<file path="src/rtl/core/spq_pkg.sv">
package spq_pkg;

    localparam int QUEUE_DEPTH_DEFAULT = 16;
    localparam int ID_W                = 6;
    localparam int PRIO_W              = 8;

    localparam logic            KIND_PUSH = 1'b0;
    localparam logic            KIND_POP  = 1'b1;
    localparam logic [ID_W-1:0] IDLE_TASK = '0;

    typedef struct packed {
        logic              kind;
        logic [ID_W-1:0]   task_id;
        logic [PRIO_W-1:0] task_priority;
    } req_t;

    typedef struct packed {
        logic [ID_W-1:0] chosen_task;
        logic            was_empty;
    } rsp_t;

    // One stored entry: priority above id.
    typedef struct packed {
        logic [PRIO_W-1:0] prio;
        logic [ID_W-1:0]   id;
    } entry_t;

    typedef struct packed {
        logic rd_en;
        logic wr_en;
    } store_ctl_t;

endpackage

</file>
<file path="src/rtl/core/spq_store.sv">
module spq_store
    import spq_pkg::*;
#(
    parameter int QUEUE_DEPTH = QUEUE_DEPTH_DEFAULT,
    localparam int PTR_W      = $clog2(QUEUE_DEPTH)
)
(
    input  logic             clk,
    input  store_ctl_t       ctl,
    input  logic [PTR_W-1:0] rd_addr,
    input  logic [PTR_W-1:0] wr_addr,
    input  entry_t           wr_data,
    output entry_t           rd_data
);

    entry_t mem [QUEUE_DEPTH];
    entry_t rd_data_reg;

    always_ff @(posedge clk)
    begin
        if (ctl.wr_en)
        begin
            mem[wr_addr] <= wr_data;
        end
        if (ctl.rd_en)
        begin
            rd_data_reg <= mem[rd_addr];
        end
    end

    assign rd_data = rd_data_reg;

endmodule

</file>
<file path="src/rtl/core/stable_priority_ready_queue.sv">
// Ready queue for a task scheduler: entries (task id, priority) kept sorted from highest
// to lowest priority in a ring held in one single-port-read memory, with equal priorities
// leaving in push order. A pop reads the front entry from memory, then loads the result
// register once it is free; a pop of an empty queue returns the idle task 0 with was_empty
// set. A push into an empty queue writes the entry directly; otherwise every entry of lower
// priority is moved one slot back, one memory read and write per cycle, and the new entry
// is written into the freed slot. A push into a full queue is dropped.
// One request is in work at a time; a finished pop result waits in the output register.
module stable_priority_ready_queue
    import spq_pkg::*;
#(
    parameter int QUEUE_DEPTH = QUEUE_DEPTH_DEFAULT
)
(
    input  logic clk,
    input  logic rst_n,
    input  logic req_valid,
    output logic req_stall,
    input  req_t req,
    output logic rsp_valid,
    input  logic rsp_stall,
    output rsp_t rsp
);

    localparam int PTR_W = $clog2(QUEUE_DEPTH);
    localparam int CNT_W = $clog2(QUEUE_DEPTH + 1);
    localparam logic [PTR_W-1:0] LAST_PTR = PTR_W'(QUEUE_DEPTH - 1);
    localparam logic [CNT_W-1:0] FULL_CNT = CNT_W'(QUEUE_DEPTH);
    localparam logic [CNT_W-1:0] ONE_CNT  = CNT_W'(1);

    typedef enum logic [1:0] {
        ST_IDLE,
        ST_POP,
        ST_SCAN,
        ST_PLACE
    } state_t;

    function automatic logic [PTR_W-1:0] ptr_inc(input logic [PTR_W-1:0] p);
        return (p == LAST_PTR) ? '0 : p + PTR_W'(1);
    endfunction

    function automatic logic [PTR_W-1:0] ptr_dec(input logic [PTR_W-1:0] p);
        return (p == '0) ? LAST_PTR : p - PTR_W'(1);
    endfunction

    state_t           state_reg;
    logic [PTR_W-1:0] head_reg;
    logic [PTR_W-1:0] tail_reg;
    logic [CNT_W-1:0] count_reg;
    logic [PTR_W-1:0] rd_ptr_reg;
    logic [PTR_W-1:0] wr_ptr_reg;
    logic [CNT_W-1:0] remain_reg;
    entry_t           new_entry_reg;
    logic             rsp_valid_reg;
    rsp_t             rsp_reg;

    store_ctl_t       st_ctl;
    logic [PTR_W-1:0] st_rd_addr;
    logic [PTR_W-1:0] st_wr_addr;
    entry_t           st_wr_data;
    entry_t           st_rd_data;

    entry_t req_entry;
    logic   req_take;
    logic   shift_back;
    logic   rsp_free;

    assign req_entry  = '{prio: req.task_priority, id: req.task_id};
    assign req_stall  = (state_reg != ST_IDLE);
    assign req_take   = req_valid && !req_stall;
    assign shift_back = (st_rd_data.prio < new_entry_reg.prio);
    assign rsp_free   = !rsp_valid_reg || !rsp_stall;

    // Reads always run ahead of the write pointer, so the same slot is never
    // read and written in one cycle.
    always_comb
    begin
        st_ctl     = '0;
        st_rd_addr = head_reg;
        st_wr_addr = wr_ptr_reg;
        st_wr_data = new_entry_reg;
        unique case (state_reg)
            ST_IDLE:
            begin
                if (req_take)
                begin
                    if (req.kind == KIND_POP)
                    begin
                        st_ctl.rd_en = 1'b1;
                    end
                    else if (count_reg == '0)
                    begin
                        st_ctl.wr_en = 1'b1;
                        st_wr_addr   = tail_reg;
                        st_wr_data   = req_entry;
                    end
                    else if (count_reg != FULL_CNT)
                    begin
                        st_ctl.rd_en = 1'b1;
                        st_rd_addr   = ptr_dec(tail_reg);
                    end
                end
            end
            ST_SCAN:
            begin
                st_ctl.wr_en = 1'b1;
                if (shift_back)
                begin
                    st_wr_data = st_rd_data;
                    if (remain_reg != ONE_CNT)
                    begin
                        st_ctl.rd_en = 1'b1;
                        st_rd_addr   = ptr_dec(rd_ptr_reg);
                    end
                end
            end
            ST_PLACE:
            begin
                st_ctl.wr_en = 1'b1;
            end
            ST_POP:
            begin
                st_ctl = '0;
            end
            default:
            begin
                st_ctl = '0;
            end
        endcase
    end

    spq_store #(
        .QUEUE_DEPTH(QUEUE_DEPTH)
    ) u_store (
        .clk     (clk),
        .ctl     (st_ctl),
        .rd_addr (st_rd_addr),
        .wr_addr (st_wr_addr),
        .wr_data (st_wr_data),
        .rd_data (st_rd_data)
    );

    always_ff @(posedge clk or negedge rst_n)
    begin
        if (!rst_n)
        begin
            state_reg     <= ST_IDLE;
            head_reg      <= '0;
            tail_reg      <= '0;
            count_reg     <= '0;
            rd_ptr_reg    <= '0;
            wr_ptr_reg    <= '0;
            remain_reg    <= '0;
            new_entry_reg <= '0;
            rsp_valid_reg <= 1'b0;
            rsp_reg       <= '0;
        end
        else
        begin
            // The pop state reloads the result register itself.
            if (rsp_valid_reg && !rsp_stall && state_reg != ST_POP)
            begin
                rsp_valid_reg <= 1'b0;
            end
            unique case (state_reg)
                ST_IDLE:
                begin
                    if (req_take)
                    begin
                        new_entry_reg <= req_entry;
                        if (req.kind == KIND_POP)
                        begin
                            state_reg <= ST_POP;
                        end
                        else if (count_reg == '0)
                        begin
                            tail_reg  <= ptr_inc(tail_reg);
                            count_reg <= count_reg + ONE_CNT;
                        end
                        else if (count_reg != FULL_CNT)
                        begin
                            wr_ptr_reg <= tail_reg;
                            rd_ptr_reg <= ptr_dec(tail_reg);
                            remain_reg <= count_reg;
                            state_reg  <= ST_SCAN;
                        end
                    end
                end
                ST_SCAN:
                begin
                    if (shift_back)
                    begin
                        // Move the lower entry back one slot and look further ahead.
                        wr_ptr_reg <= rd_ptr_reg;
                        rd_ptr_reg <= ptr_dec(rd_ptr_reg);
                        remain_reg <= remain_reg - ONE_CNT;
                        if (remain_reg == ONE_CNT)
                        begin
                            state_reg <= ST_PLACE;
                        end
                    end
                    else
                    begin
                        tail_reg  <= ptr_inc(tail_reg);
                        count_reg <= count_reg + ONE_CNT;
                        state_reg <= ST_IDLE;
                    end
                end
                ST_PLACE:
                begin
                    tail_reg  <= ptr_inc(tail_reg);
                    count_reg <= count_reg + ONE_CNT;
                    state_reg <= ST_IDLE;
                end
                ST_POP:
                begin
                    // Hold the front entry until the result register frees up.
                    if (rsp_free)
                    begin
                        rsp_valid_reg <= 1'b1;
                        if (count_reg == '0)
                        begin
                            rsp_reg <= '{chosen_task: IDLE_TASK, was_empty: 1'b1};
                        end
                        else
                        begin
                            rsp_reg   <= '{chosen_task: st_rd_data.id, was_empty: 1'b0};
                            head_reg  <= ptr_inc(head_reg);
                            count_reg <= count_reg - ONE_CNT;
                        end
                        state_reg <= ST_IDLE;
                    end
                end
                default:
                begin
                    state_reg <= ST_IDLE;
                end
            endcase
        end
    end

    assign rsp_valid = rsp_valid_reg;
    assign rsp       = rsp_reg;

    a_count_bound: assert property (@(posedge clk) disable iff (!rst_n)
        count_reg <= FULL_CNT)
        else $error("entry count above queue depth");

    a_empty_idle: assert property (@(posedge clk) disable iff (!rst_n)
        rsp_valid && rsp.was_empty |-> rsp.chosen_task == IDLE_TASK)
        else $error("empty pop did not return the idle task");

    a_pop_busy: assert property (@(posedge clk) disable iff (!rst_n)
        req_take && req.kind == KIND_POP |=> req_stall)
        else $error("pop request not held off while the front entry is read");

    a_ring_span: assert property (@(posedge clk) disable iff (!rst_n)
        state_reg == ST_IDLE && count_reg == '0 |-> head_reg == tail_reg)
        else $error("empty ring with head and tail apart");

endmodule
</file>
<file path="config.mk">
export PLATFORM = sky130hd
export DESIGN_NAME = stable_priority_ready_queue
export DESIGN_NICKNAME = d
export VERILOG_FILES = /design/src/rtl/core/spq_pkg.sv /design/src/rtl/core/spq_store.sv /design/src/rtl/core/stable_priority_ready_queue.sv
export SDC_FILE = /design/constraint.sdc
export NUM_CORES = 1
export LEC_CHECK = 0
export BUFFER_PORTS_ARGS = -buffer_cell sky130_fd_sc_hd__clkbuf_2
export CAP_MARGIN = 5
export CORE_UTILIZATION = 64
export DETAILED_ROUTE_END_ITERATION = 6
export PLACE_DENSITY_LB_ADDON = 0.15
export SYNTH_ARGS = -nofsm -noshare
export SYNTH_HDL_FRONTEND = slang
export SYNTH_SLANG_ARGS = --single-unit
</file>
<file path="constraint.sdc">
create_clock -name clk -period 5.3 [get_ports clk]
set_input_delay 0.53 -clock clk [delete_from_list [all_inputs] [get_ports clk]]
set_output_delay 0.53 -clock clk [all_outputs]
set_load 0.05 [all_outputs]
</file>
==> results of run 1 <==
==> worst register-to-register path: stages (launching register included) <==
cell and delay [ns]:
dfrtp_1 0.55, or3b_1 0.63, or3_1 0.41, mux2i_1 0.17, o22ai_1 0.13, a311oi_4 0.93, buf_12 0.31, mux4_1 0.33
mux2i_1 0.23, mux2i_1 0.12
==> power groups by stage <==
stage	clock [mW]	sequential, mW	combinational, mW
floorplan	0	3.53	3.14
global placement	0	3.55	3.83
detailed placement	0	3.58	4.01
CTS	1.94	3.54	4.07
global route	2.02	3.59	4.39
finish	1.91	3.55	4.06
==> layout by cell type (no fill, tap or decap), types with 17 or more instances in the layout <==
cell type and instances:
edfxtp_1 238, nand2_1 108, dfrtp_1 50, mux2i_1 46
o21ai_0 40, mux4_2 35, nor2_1 34, clkbuf_16 29
clkbuf_2 27, inv_1 26, buf_4 22, mux4_1 21
a21oi_1 17
==> final cells by class <==
type	instances	area (µm²)	area share
Sequential cell	288	8400	0.618
Multi-Input combinational cell	413	3610	0.265
Clock buffer	40	767	0.0564
Timing Repair Buffer	50	320	0.0236
Tap cell	234	293	0.0215
Clock inverter	12	111	0.00819
Inverter	27	101	0.00745
==> worst max path at each step <==
stage,start,end,slack (ns),depth (start not counted)
2_1_floorplan,new_entry_reg[7]$_DFFE_PN0P_,u_store.rd_data[10]$_DFFE_PP_,2.28,10
3_3_place_gp,req_valid,u_store.rd_data[8]$_DFFE_PP_,1.32,10
3_5_place_dp,req_valid,u_store.rd_data[12]$_DFFE_PP_,1.27,10
4_1_cts,state_reg[1]$_DFFE_PN0P_,u_store.rd_data[7]$_DFFE_PP_,1.19,9
5_1_grt,state_reg[1]$_DFFE_PN0P_,u_store.rd_data[12]$_DFFE_PP_,1.01,9
6_report,state_reg[1]$_DFFE_PN0P_,u_store.rd_data[7]$_DFFE_PP_,1.22,9
==> synthesized netlist by cell type (3+ instances only) <==
cell type  instances  area, µm²
clkbuf_1          15       56.3
ha_1              16        200
nor3b_1            3       22.5
nand2_1          108        405
xor2_1             4       35.0
a21oi_1           17       85.1
xnor2_1            5       43.8
edfxtp_1         238       7150
a21o_1             4       30.0
o22ai_1            4       25.0
mux4_1            21        552
nand3b_1           4       30.0
a31oi_1            8       50.1
nor3_1             6       30.0
nor2_1            37        139
inv_1             26       97.6
buf_2              5       25.0
buf_12             3       60.1
a32oi_1           15        131
dfrtp_1           50       1250
buf_6              7       78.8
mux2i_1           46        460
mux4_2            35        788
o21ai_0           41        205
nand3_1            6       30.0
==> per-stage QoR <==
stage / instances / instance area [µm²] / total power, mW
6_report: 1064 / 13600 / 9.52
5_1_grt: 1064 / 13600 / 10.0
4_1_cts: 1064 / 13600 / 9.55
3_5_place_dp: 1012 / 12700 / 7.58
3_3_place_gp: 1012 / 12700 / 7.38
2_1_floorplan: 762 / 12300 / 6.67
==> layer usage <==
layer	vias up	track usage	wire [µm]
met2	370	0.466	13000
li1	3064	-	-
met3	63	0.0472	2120
met5	-	0	0
met1	3551	0.380	10600
met4	0	0.0973	711
==> logic make-up (layout without fill, tap and decap cells) <==
group                      Yosys count  count (layout)  share of synthesized area
DFF                                288             288                      0.682
and+or+nand+nor                    177             177                     0.0618
AOI/OAI and AO/OA                  106             106                     0.0562
muxes                              104             104                      0.148
buffers and inverters               61             129                     0.0279
adders and majority gates           17              17                     0.0179
xor gates and xnor gates             9               9                    0.00640
==> run summary, run 1 <==
Post-CTS setup buffer count = 0
Die area = 0.0198 mm²
Vias post-DR = 7048
Class of the worst hold path = in2async
Relative max-transition margin = 0.244
Hold_ws = 0.0953 ns
Final core occ = 0.725
WP buf/inv = 1
P_int = 6.01 mW
CTS Buf Count = 28
RSZ-0062 raised after global routing = no
Largest register FFs = 224
Drt wl/cell = 24.8 µm
Pin count of the biggest net entering global routing = 51
Inserted Diodes = 0
Leak = 4.96 nW
Async set-or-reset flop fraction in the synthesized netlist = 0.174
Mapped Area = 0.0123 mm²
Largest delay share family, worst path = compound AO/OA/AOI/OAI gates
Critical path type = reg2reg
Post-Syn Nets = 798
CTS resizes = 0
Total grt overflow = 0
Switch Pwr = 3.51 mW
Critical path's slowest cell = a311oi_4
Slew Limit Fails = 0
H-tree depth = 1
Post-synth EDFFs = 238
Peak supply drop = 0.396 mV
R2r setup slk = 1.22 ns
Drc violations = 0
Final wirelength = 26400 µm
Top cell by count, worst path = mux2i_1
Cell Chain, Critical Path = or3b_1 -> or3_1 -> mux2i_1 -> o22ai_1 -> a311oi_4 -> buf_12 -> mux4_1 -> mux2i_1 -> mux2i_1
Clock share of power = 0.201
# setup viols final = 0
Initial antenna violation count = 0
Outcome = finished clean
Setup Skew = 0.0180 ns
Final worst path period share = 0.770
Syn-to-layout area delta = 10.4%
Part of the power in registers = 0.373
Hold_buf cts = 0
Slew @ Worst Pin = 1.13 ns
Die width = 141 µm
Clk sinks = 288
Fill cells = 1156
Sw frac = 0.369
Core area = 0.0188 mm²
Final hold violations = 0
Post-DP HPWL = 16100 µm
TritonRoute pass-1 iters = 6
# IOs = 28
Final min period = 4.08 ns
Crit path DAT = 4.34 ns
WP data required = 5.56 ns
Main synth FF type = edfxtp_1
Initial Util = 0.656
Setup TNS = 0 ns
Syn avg cell area = 16.2 µm²
Max cap viols = 0
Initial drt markers = 672
Maximum clock frequency = 245 MHz
Root buf cell = clkbuf_16
Post-route ant nets = 0
Post-Syn Instances = 762
I/O Buffers = 27
GRT Total Usage = 0.280
Crit path max fanout = 30
CTS tree = done
R2r worst-path depth = 9
Cell Pwr Density = 700 mW/mm²
CP peak stage delay = 0.93 ns
GP Congestion = 0.866
Ys Warns = 0
Critical Path Start Type = flop
DIE HEIGHT = 141 µm
Combinational share of power = 0.426
R2R Path Start = state_reg[1]$_DFFE_PN0P_
Vias per cell = 6.62
CTS Buffer Depth = 3
Fin nets = 844
Register area share after synthesis = 0.682
Vias in the first global route = 7112
Worst setup margin = 1.22 ns
FF-to-FF End = u_store.rd_data[7]$_DFFE_PP_
Num rows = 50
First-pass GRT wire length = 40600 µm
Worst skew pair latency = 0.53 ns
Clock Pin Slew Worst Setup and Hold Paths = 0.06 ns
Distinct cells, synth = 55
Number of synthesized register bits = 288
Type of destination of the critical path = flop
Layout cell share with drive strength beyond 1 = 0.160
Setup WS pre-CTS = 1.27 ns
Power figures use the tool's default switching activity.
==> run 2, diff against run 1 <==
--- a/config.mk
+++ b/config.mk
@@ -7,7 +7,7 @@
 export LEC_CHECK = 0
 export BUFFER_PORTS_ARGS = -buffer_cell sky130_fd_sc_hd__clkbuf_2
 export CAP_MARGIN = 5
-export CORE_UTILIZATION = 64
+export CORE_UTILIZATION = 62
 export DETAILED_ROUTE_END_ITERATION = 6
 export PLACE_DENSITY_LB_ADDON = 0.15
 export SYNTH_ARGS = -nofsm -noshare
==> constraint.sdc (replaced) <==
create_clock -name clk -period 4.13 [get_ports clk]
set_input_delay 0.413 -clock clk [delete_from_list [all_inputs] [get_ports clk]]
set_output_delay 0.413 -clock clk [all_outputs]
set_load 0.05 [all_outputs]
==> run summary, run 2 (synthesis gave the netlist of run 1 again) <==
Total grt overflow = 0
GP Congestion = 0.877
Final hold violations = 18
R2r setup slk = 0.46 ns
Fin nets = 856
# IOs = 28
Critical path type = reg2reg
Slew @ Worst Pin = 0.720 ns
Layout cell share with drive strength beyond 1 = 0.179
Vias per cell = 6.34
Post-DP HPWL = 16100 µm
Clk sinks = 288
DIE HEIGHT = 143 µm
Largest register FFs = 224
Leak = 5.08 nW
Setup Skew = 0.0155 ns
Max cap viols = 0
Die area = 0.0204 mm²
Crit path DAT = 3.94 ns
CTS Buffer Depth = 3
CTS resizes = 0
Highest Signal Layer = met4
Non-Filler Instances = 1107
Inserted Diodes = 0
Failing checks = hold timing
Initial antenna violation count = 0
R2r worst-path depth = 9
Crit path max fanout = 31
Setup TNS = 0 ns
Syn-to-layout area delta = 12.4%
Peak supply drop = 0.480 mV
Drc violations = 0
# setup viols final = 0
Worst skew pair latency = 0.54 ns
Commonest non-fill, non-tap cells in the layout = edfxtp_1 (238), nand2_1 (108), dfrtp_1 (50)
Final wirelength = 26500 µm
Post-route ant nets = 0
Metal-1 WL = 11100 µm
R2R Path Start = state_reg[1]$_DFFE_PN0P_
H-tree depth = 1
Cell Pwr Density = 898 mW/mm²
Die width = 143 µm
Num rows = 51
RSZ-0062 raised after global routing = no
Final core occ = 0.711
CTS tree = done
Core area = 0.0195 mm²
Commonest non-fill, non-tap cell in the layout = edfxtp_1
Hold_ws = -0.0205 ns
WP data required = 4.40 ns
Class of the worst hold path = in2async
Dpl cells = 1054
Final worst path period share = 0.888
Outcome = complete, but fails checks
Final min period = 3.67 ns
WL met3 = 1890 µm
FF-to-FF End = u_store.rd_data[9]$_DFFE_PP_
Relative max-transition margin = 0.519
Initial Util = 0.633
Hold_buf cts = 0
I/O Buffers = 27
First-pass GRT wire length = 39900 µm
Vias post-DR = 7015
Initial drt markers = 543
GRT Total Usage = 0.270
Root buf cell = clkbuf_16
Maximum clock frequency = 273 MHz
Clock Pin Slew Worst Setup and Hold Paths = 0.06 ns
Post-CTS setup buffer count = 0
Type of destination of the critical path = flop
Slew Limit Fails = 0
Vias in the first global route = 6846
Drt wl/cell = 24.0 µm
CTS Buf Count = 29
Pin count of the biggest net entering global routing = 57
WL met2 = 12900 µm
Critical Path Start Type = flop
TritonRoute pass-1 iters = 5
[run 2: cell count changes in the layout (fill, tap and decap cells not counted), sizes merged]
| cell | change |
|---|---|
| clkinv | +2 |
| buf | +11 |
| inv | +1 |
| clkbuf | -5 |
| bufinv | +3 |
[run 2: power by group]
| group | total [mW] | internal (mW) | switching, mW |
|---|---|---|---|
| Combinational | 5.20 | 2.17 | 3.03 |
| Sequential | 4.55 | 4.17 | 0.380 |
| Clock | 2.68 | 1.61 | 1.08 |
| Total | 12.4 | 7.94 | 4.49 |
[run 2: metrics by stage]
stage	worst slack, ns	area [µm²]	total power [mW]
finish	0.463	13800	12.4
global route	0.183	13800	13.1
CTS	0.452	13800	12.5
detailed placement	0.445	12900	9.78
global placement	0.609	12900	9.53
floorplan	1.11	12300	8.56
[run 2: worst max path at each step]
stage | from | to
6_report | state_reg[1]$_DFFE_PN0P_ | u_store.rd_data[9]$_DFFE_PP_
5_1_grt | state_reg[1]$_DFFE_PN0P_ | u_store.rd_data[9]$_DFFE_PP_
4_1_cts | state_reg[1]$_DFFE_PN0P_ | u_store.rd_data[9]$_DFFE_PP_
3_5_place_dp | new_entry_reg[11]$_DFFE_PN0P_ | u_store.rd_data[9]$_DFFE_PP_
3_3_place_gp | req_valid | u_store.rd_data[9]$_DFFE_PP_
2_1_floorplan | new_entry_reg[7]$_DFFE_PN0P_ | u_store.rd_data[10]$_DFFE_PP_
[run 2: layer usage]
layer,up-vias,track usage
met4,0,0.0855
met2,334,0.439
met5,-,0
met3,44,0.0453
li1,3095,-
met1,3542,0.377
[run 2: final cells by class]
type	count	area, µm²
flip-flops and latches	288	8400
fillers	1190	5620
multi-input cells	413	3610
clock buffers	35	748
repair buffers	61	428
well taps	265	332
clock inverters	18	229
inverters	27	101
[run 2: critical path, stage by stage (launching register included)]
cell,delay [ns]
dfrtp_1,0.49
or3b_1,0.61
nor3_4,0.28
nand3_1,0.12
o21ai_1,0.12
a221o_4,0.60
buf_12,0.31
mux4_1,0.59
mux2i_1,0.16
mux2i_1,0.10
